--- config.mk ---
export PLATFORM = sky130hd
export DESIGN_NAME = sorted_list_insert_delete_top
export DESIGN_NICKNAME = d
export VERILOG_FILES = /design/src/hw/rtl/slid_pkg.sv /design/src/hw/rtl/sorted_list_insert_delete_top.sv /design/src/hw/rtl/slid_cell.sv
export SDC_FILE = /design/constraint.sdc
export NUM_CORES = 2
export LEC_CHECK = 0
export BUFFER_PORTS_ARGS = -buffer_cell sky130_fd_sc_hd__buf_2
export CAP_MARGIN = 25
export CORE_UTILIZATION = 50
export DETAILED_ROUTE_END_ITERATION = 12
export HOLD_SLACK_MARGIN = 0.02
export PLACE_DENSITY = 0.66
export SLEW_MARGIN = 20
export SYNTH_ARGS = -nofsm -noshare
export SYNTH_HDL_FRONTEND = slang
export SYNTH_SLANG_ARGS = --single-unit
--- constraint.sdc ---
create_clock -name clock -period 15.9 [get_ports clock]
set_input_delay 0 -clock clock [delete_from_list [all_inputs] [get_ports clock]]
set_output_delay 0 -clock clock [all_outputs]
set_load 0.01 [all_outputs]
--- src/hw/rtl/slid_pkg.sv ---
// ----------------------------------------------------------------------------
// slid_pkg
// Shared types and constants for the sorted record list.
// ----------------------------------------------------------------------------
package slid_pkg;

   localparam int CAPACITY = 16;
   localparam int CNT_W    = $clog2(CAPACITY + 1);
   localparam int KEY_W    = 32;
   localparam int SCORE_W  = 32;
   localparam int RCNT_W   = 5;

   typedef enum logic [0:0] {
      FUNC_INSERT = 1'b0,
      FUNC_DELETE = 1'b1
   } slid_func_type;

   typedef enum logic [1:0] {
      ST_INSERTED  = 2'd0,
      ST_DELETED   = 2'd1,
      ST_NOT_FOUND = 2'd2,
      ST_FULL      = 2'd3
   } slid_status_type;

   typedef struct packed {
      slid_func_type        func;
      logic [KEY_W-1:0]     key;
      logic [SCORE_W-1:0]   score_bits;
   } slid_req_type;

   typedef struct packed {
      slid_status_type      status;
      logic [RCNT_W-1:0]    record_count;
   } slid_rsp_type;

   typedef struct packed {
      logic                 valid;
      logic [KEY_W-1:0]     key;
      logic [SCORE_W-1:0]   score;
   } slid_rec_type;

   typedef struct packed {
      logic                 do_ins;
      logic                 do_del;
      logic [KEY_W-1:0]     key;
      logic [SCORE_W-1:0]   score;
   } slid_ctl_type;

endpackage

--- src/hw/rtl/sorted_list_insert_delete_top.sv ---
// ----------------------------------------------------------------------------
// sorted_list_insert_delete_top
// Sorted record list built as a row of slot cells; inserts and deletes by key.
//
//   channel   ports                      handshake
//   request   start, busy, req_data      beat taken when start && !busy
//   response  rsp_strobe, rsp_data       one-cycle strobe per beat, no back-pressure
//
// Every slot compares in parallel and the whole row shifts at once, so one
// request beat is taken each cycle; busy stays low.
// The response leaves the output register in the cycle after its request beat.
// Synchronous reset empties the list (slot valid bits, count and response strobe only).
// The receiver cannot stall; nothing is buffered beyond one response.
// ----------------------------------------------------------------------------
module sorted_list_insert_delete_top (
   input  logic                  clock,
   input  logic                  reset,
   input  logic                  start,
   output logic                  busy,
   input  slid_pkg::slid_req_type req_data,
   output logic                  rsp_strobe,
   output slid_pkg::slid_rsp_type rsp_data
);
   import slid_pkg::*;

   slid_ctl_type              ctl;
   slid_rec_type              recs [CAPACITY];
   logic [CAPACITY-1:0]       ge_vec;
   logic [CAPACITY-1:0]       hit_vec;
   logic                      accept;
   logic                      found;
   logic                      full;
   logic [CNT_W-1:0]          count_ff;
   logic [CNT_W-1:0]          count_in;
   slid_status_type           status_in;
   logic                      rsp_strobe_ff;
   slid_rsp_type              rsp_ff;
   slid_rec_type              empty_rec;

   assign busy      = 1'b0;
   assign accept    = start && !busy;
   assign found     = |hit_vec;
   assign full      = count_ff >= CNT_W'(CAPACITY);
   assign empty_rec = '0;

   always_comb begin
      ctl.key    = req_data.key;
      ctl.score  = req_data.score_bits;
      ctl.do_ins = accept && (req_data.func == FUNC_INSERT) && !full;
      ctl.do_del = accept && (req_data.func == FUNC_DELETE) && found;
   end

   for (genvar i = 0; i < CAPACITY; i++) begin : g_cell
      slid_rec_type l_rec;
      slid_rec_type r_rec;
      logic         l_ge;
      if (i == 0) begin : g_first
         assign l_rec = empty_rec;
         assign l_ge  = 1'b0;
      end else begin : g_mid
         assign l_rec = recs[i-1];
         assign l_ge  = ge_vec[i-1];
      end
      if (i == CAPACITY - 1) begin : g_last
         assign r_rec = empty_rec;
      end else begin : g_body
         assign r_rec = recs[i+1];
      end
      slid_cell u_cell (
         .clock     (clock),
         .reset     (reset),
         .ctl       (ctl),
         .left_rec  (l_rec),
         .left_ge   (l_ge),
         .right_rec (r_rec),
         .rec       (recs[i]),
         .ge        (ge_vec[i]),
         .hit       (hit_vec[i])
      );
   end

   always_comb begin
      count_in  = count_ff;
      status_in = ST_INSERTED;
      if (req_data.func == FUNC_INSERT) begin
         if (full) begin
            status_in = ST_FULL;
         end else begin
            status_in = ST_INSERTED;
            count_in  = count_ff + CNT_W'(1);
         end
      end else begin
         if (found) begin
            status_in = ST_DELETED;
            count_in  = count_ff - CNT_W'(1);
         end else begin
            status_in = ST_NOT_FOUND;
         end
      end
   end

   always_ff @(posedge clock) begin
      if (accept) begin
         rsp_ff.status       <= status_in;
         rsp_ff.record_count <= RCNT_W'(count_in);
      end
      if (reset) begin
         count_ff      <= '0;
         rsp_strobe_ff <= 1'b0;
      end else begin
         rsp_strobe_ff <= accept;
         if (accept) begin
            count_ff <= count_in;
         end
      end
   end

   assign rsp_strobe = rsp_strobe_ff;
   assign rsp_data   = rsp_ff;

endmodule

--- src/hw/rtl/slid_cell.sv ---
// ----------------------------------------------------------------------------
// slid_cell
// One slot of the sorted list: holds a record, compares it against the
// command key and loads its own, the new or a neighbor's record.
// ----------------------------------------------------------------------------
module slid_cell (
   input  logic                  clock,
   input  logic                  reset,
   input  slid_pkg::slid_ctl_type ctl,
   input  slid_pkg::slid_rec_type left_rec,
   input  logic                  left_ge,
   input  slid_pkg::slid_rec_type right_rec,
   output slid_pkg::slid_rec_type rec,
   output logic                  ge,
   output logic                  hit
);
   import slid_pkg::*;

   slid_rec_type rec_ff;
   slid_rec_type rec_in;
   logic         key_ge;

   assign key_ge = rec_ff.key >= ctl.key;
   assign ge     = !rec_ff.valid || key_ge;
   assign hit    = rec_ff.valid && (rec_ff.key == ctl.key);
   assign rec    = rec_ff;

   always_comb begin
      rec_in = rec_ff;
      if (ctl.do_ins) begin
         if (ge && !left_ge) begin
            rec_in.valid = 1'b1;
            rec_in.key   = ctl.key;
            rec_in.score = ctl.score;
         end else if (ge) begin
            rec_in = left_rec;
         end
      end else if (ctl.do_del) begin
         if (rec_ff.valid && key_ge) begin
            rec_in = right_rec;
         end
      end
   end

   always_ff @(posedge clock) begin
      rec_ff.key   <= rec_in.key;
      rec_ff.score <= rec_in.score;
      if (reset) begin
         rec_ff.valid <= 1'b0;
      end else begin
         rec_ff.valid <= rec_in.valid;
      end
   end

endmodule

-- Word level (Yosys, flattened, before mapping)
Index checks and enable logic that the tools add are counted.
Widths: inputs -> output; s select.
- eq/ne operators: 32
- multiply operators: 0
- bitwise logic cells: 1
- add/sub/neg operators: 2
- $lt $le $gt $ge: 17
- divide/modulo/power cells: 0
- reduce and logical (&&, ||, !) cells: 133
- shifts and indexed selects: 0
- muxes and demuxes: 85
- operator list (kind ; count):
    $mux 65 ; 79
    $eq 32x32->1 ; 16
    $ge 32x32->1 ; 16
    $logic_and 1x1->1 ; 51
    $reduce_and 3->1 ; 16
    $ne 3x1->1 const B ; 15
    $reduce_bool 2->1 ; 17
    $logic_not 1->1 ; 32
    $logic_or 1x1->1 ; 16
    $reduce_or 16->1 ; 1
    $mux 5 ; 3
    $mux 2 ; 3
    $add 5x1->5 const B ; 1
    $ge 5x5->1 const B ; 1
    $sub 5x1->5 const B ; 1
    $ne 2x1->1 const B ; 1
    $not 1->1 ; 1
- ROM bits: 0
- register bits: 1053
- output and inout port bits: 9
- memories: 0
- RAM bits: 0
- bits in latches: 0
- input bits: 68

-- Longest topological paths before layout
- depth after elaboration: 6
- mapped depth: 14
- depth with buffers taken out: 10

-- Hierarchy
A second synthesis with hierarchy kept.
- cells, all modules: 7435
- area, all modules: 87930.6 um^2
- by module, submodules not included (module ; instances ; sequential area each (um^2) ; cells each ; area each (um^2)):
    slid_cell at g_cell[0].u_cell ... ; 14 ; 1941.9 ; 460 ; 5450.2
    slid_cell at g_cell[8].u_cell ... ; 2 ; 1941.9 ; 460 ; 5397.7
    sorted_list_insert_delete_top ; 1 ; 330.3 ; 75 ; 832.0

-- Worst setup path before layout
Ideal clock, no wire load.
- kind: input-to-reg
- start: input port req_data[63] (netlist name)
- end: register g_cell[14].u_cell.rec_ff, in the netlist g_cell[14].u_cell.rec[32] (enable)
- path slack: 10.615 ns
- buffers on the path: 2
- data required time: 15.439 ns
- cell stages on the path: 11
- data arrival time: 4.824 ns
- library setup time: 0.461 ns
- cell sequence: clkbuf_1 -> inv_1 -> ha_1 -> nand4_1 -> or2_2 -> or4_1 -> o32ai_1 -> or4_1 -> o31ai_1 -> clkbuf_1 -> nor3_1
- longest elaborated chain between the ends: 6
- elaborated cells on any way between the ends: 45
- classes of those cells: order compare (2); eq/ne (17); reduce/logical (26)
- RTL lines (what ; RTL line ; text):
    start: declaration ; sorted_list_insert_delete_top.sv:20 ; input slid_pkg::slid_req_type req_data,
    $ge 32x32->1 / $eq 32x32->1 (equally long branches) ; slid_cell.sv:23, slid_cell.sv:25 ;
    $logic_or 1x1->1 / $logic_and 1x1->1 (equally long branches) ; slid_cell.sv:24, slid_cell.sv:25 ;
    $logic_not 1->1 / $reduce_or 16->1 (equally long branches) ; slid_cell.sv:31, sorted_list_insert_delete_top.sv:42 ;
    $logic_and 1x1->1, on equally long branches ; slid_cell.sv:31, sorted_list_insert_delete_top.sv:50 ;
    $ne 3x1->1 (no source line) / $reduce_bool 2->1 (equally long branches) ; - ;
    $reduce_and 3->1 (no source line) * ; - ;
    end: declaration ; slid_cell.sv:19 ; slid_rec_type rec_ff;
Every way passes the cells marked *; elsewhere a longest branch is shown, timed or not.
A chain may end at the register's enable or synchronous reset.

==> key figures <==
Final layout
  • Layout cell share with drive strength beyond 1: 7.00%
  • # fillers: 6,620
  • Area growth syn-to-layout: 10.1%
  • Final Cell Area: 0.0423 mm²
  • Layout Cells excl Fill: 4,935
  • Nets@finish: 4,433

Pwr
  • Pleak: 17.5 nW
  • Worst vdd ir: 0.0829 mV
  • Pwr/cell area: 89.2 mW/mm²

Logic synthesis
  • Syn Std Cell Area: 0.0384 mm²
  • Synth async-reset ratio: 0%
  • Synth Area in XOR/XNOR: 0.0911%
  • Synthesis Warnings: 0
  • Post-synth EDFFs: 519
  • Largest family of logic cells by synthesized area: compound AO/OA/AOI/OAI gates
  • Syn Nets: 4,446
  • Ys flop type: edfxtp_1
  • Compound-cell area share of the yosys netlist: 19.6%
  • Post-synthesis mux area share: 5.11%
  • Synth Area per Inst: 9.95 µm²
  • Sequential area share after synthesis: 41.7%
  • Synthesized instance count: 3,864
  • Synth cell types: 74
  • #FFs+latches synth: 541
  • Adder-cell share of the synthesized area: 16.7%
  • Synth Area in Simple Gates: 13.3%

CTS
  • Post-CTS sizing: 0
  • Clk buf depth: 3
  • Num Clock Sinks: 541
  • CTS tree: yes
  • Clk_lat worst skew: 0.62 ns
  • Clk slew on worst S/H paths: 0.06 ns
  • Root Buffer Master: clkbuf_16
  • H-tree Lvls: 3
  • CTS Buf Count: 66
  • Setup bufs post-CTS: 0
  • CTS Hold Bufs: 34

Placed design
  • Dpl cells: 4,774
  • Port Buffers: 43
  • Placed wire-length estimate: 100,000 µm
  • Placed cell areas: 0.0398 mm²
  • Pre-CTS setup slack: 10.21 ns
  • Gp weighted congestion: 1.04

Detailed routing
  • Iter 0 DRT Violations: 4,527
  • 1st-pass router iterations: 8
  • Vias: 33,200
  • ANT nets after route: 0
  • # DRC: 0
  • Drt wl/cell: 28.4 µm
  • Vias per cell: 6.74
  • Final WL: 140,000 µm

STA
  • Worst Clk Skew: 0.0227 ns
  • Tmin final: 5.67 ns
  • Setup TNS: 0 ns
  • Post-route setup slack: 10.23 ns
  • Final-report max-slew violation count: 0
  • Endpoints failing setup: 0
  • Max_slew headroom: 25.0%
  • Crit share post-route: 35.6%
  • F_max: 177 MHz
  • Least-Margin Pin Slew: 1.12 ns
  • RSZ-0062 raised after global routing: false
  • Fin. Hold Viols: 0

Critical path
  • Worst setup EP type: flop
  • R2R cell count: 10
  • CP top delay family: compound AO/OA/AOI/OAI gates
  • WP depth: 14
  • CP bufs+invs: 5
  • Data required, critical path: 16.26 ns
  • Crit Path Max Fanout: 33
  • Crit path largest cell delay: 1.02 ns
  • Crit Path Class: in2reg
  • CP Data Arrival Time: 6.02 ns
  • Critical path's slowest cell: nor2_4
  • Crit start category: input port
  • Worst R2R Setup Slack: 10.47 ns
  • CP Cell Sequence: dlygate4sd3_1 > buf_2 > inv_1 > buf_4 > ha_1 > a21oi_1 > nor2_1 > a211o_1 > a211oi_1 > o221ai_1 > nor2_4 > buf_4 > nor2_1 > a221o_1

Global routing
  • Overflow after GRT: 0
  • Largest net degree at the start of global routing: 124
  • Initial antenna violation count: 8
  • First-pass GRT wire length: 204,000 µm
  • Number of global-route vias before repair: 31,000
  • GRT Total Usage: 35.4%

Hold path
  • WHS Path Cells: 3
  • Worst min path class: in2reg

Floorplanning
  • I/O pins: 77
  • Die Wd: 279 µm
  • Initial core utilization: 50.6%
  • Core area: 0.0759 mm²
  • Total Die Area: 0.0780 mm²
  • FP Rows: 101
  • Die height: 279 µm

Flow run
  • Max cap viols: 0

Status
  • Status: complete, no violations
-- per-layer routing --
layer / routed length, µm / vias to the layer above / global-route usage (%)
met2: 58900 / 2068 / 51.4
met4: 9890 / 2 / 21.9
met5: 13 / - / 0
met1: 55500 / 15900 / 47.6
met3: 16100 / 403 / 8.11
li1: - / 14800 / -
-- placed cells by master, fill, tap and decap left out, types with 34 or more instances in the layout --
cell type	n
mux2i_1	195
a21oi_1	290
inv_1	102
ha_1	514
o21ai_0	250
nor2_1	419
a21o_1	134
a32oi_1	63
o31ai_1	40
nor3_1	46
dlygate4sd3_1	34
nand4_1	106
edfxtp_1	519
buf_4	79
buf_2	45
nand2_1	399
nand3_1	63
a221o_1	162
clkbuf_16	69
-- state kept, by name, indices dropped and copies added (netlist names) --
signal / cells
count_ff: 5
rsp_data: 7
g_cell.u_cell.rec: 528
rsp_strobe: 1
-- cell families after synthesis --
logic type / count (synthesis)
other: 1
XOR/XNOR: 4
AO/OA/AOI/OAI: 1101
adder cells (fa/ha/maj): 514
flip-flops: 541
AND/OR/NAND/NOR: 1161
multiplexers: 196
buffers and inverters: 346
-- cell type report --
type                            instances  area, µm²  share of cell area, %
Timing Repair Buffer                  163       1260                   2.97
Multi-Input combinational cell       2977      21300                   50.3
Clock inverter                         26        210                  0.496
Tap cell                             1030       1290                   3.04
Antenna cell                            6       15.0                 0.0355
Inverter                              102        383                  0.904
Sequential cell                       541      16000                   37.8
Clock buffer                           90       1850                   4.36
-- synth_stat cells (all sizes together), types with 8 or more instances --
library cell  count  area [µm²]
ha              514        6430
a21o            134        1010
nor3             55         287
a21oi           291        1460
nand4           106         663
o21ai           256        1280
nand3            63         315
a221o           162        1620
buf              44         226
clkbuf          200         751
inv             102         383
nand2b           20         125
dfxtp            22         440
edfxtp          519       15600
a221oi           12         105
and4             10        87.6
nor2            429        1610
a31oi            10        62.6
nor4             15         100
o31ai            41         308
mux2i           195        1950
a32oi            63         552
a211oi           31         260
o221ai            9        78.8
nand2           401        1510
a2111oi          10        93.8
o211ai           16         120
and2              8        50.1
a311oi            8        70.1
and3              9        56.3
nor2b            20         125
-- worst paths after layout --
| path | startpoint | endpoint |
|---|---|---|
| worst min register to register | g_cell[10].u_cell.rec[64] | g_cell[11].u_cell.rec[64] |
| worst max register to register | g_cell[2].u_cell.rec[49] | g_cell[3].u_cell.rec[49] |
| worst min-delay path | req_data[32] | g_cell[11].u_cell.rec[32] |
| worst max-delay path | req_data[49] | g_cell[3].u_cell.rec[49] |
-- worst reg2reg max path: stages (launching register included) --
cell      delay (ns)
edfxtp_1        0.43
ha_1            0.32
a21oi_1         0.46
nor2_1          0.11
a211o_1         0.36
a211oi_1        0.86
o221ai_1        0.64
nor2_4          1.02
buf_4           0.57
nor2_1          0.12
a221o_1         0.28
-- through the flow --
stage | hold WS, ns | utilization (%) | power, mW
final | 0.135 | 55.8 | 3.78
after global routing | 0.145 | 55.7 | 3.88
after CTS | 0.103 | 55.6 | 3.76
after detailed placement | 0.411 | 52.5 | 2.28
after global placement | 0.405 | 52.4 | 2.26
after floorplan | 0.112 | - | 2.07
-- power by group --
part	total, mW	internal (mW)	switching, mW
combinational	0.610	0.208	0.402
clock	1.50	0.861	0.636
sequential	1.67	1.63	0.0427
total	3.78	2.69	1.08
(Power assumes the default switching activity.)
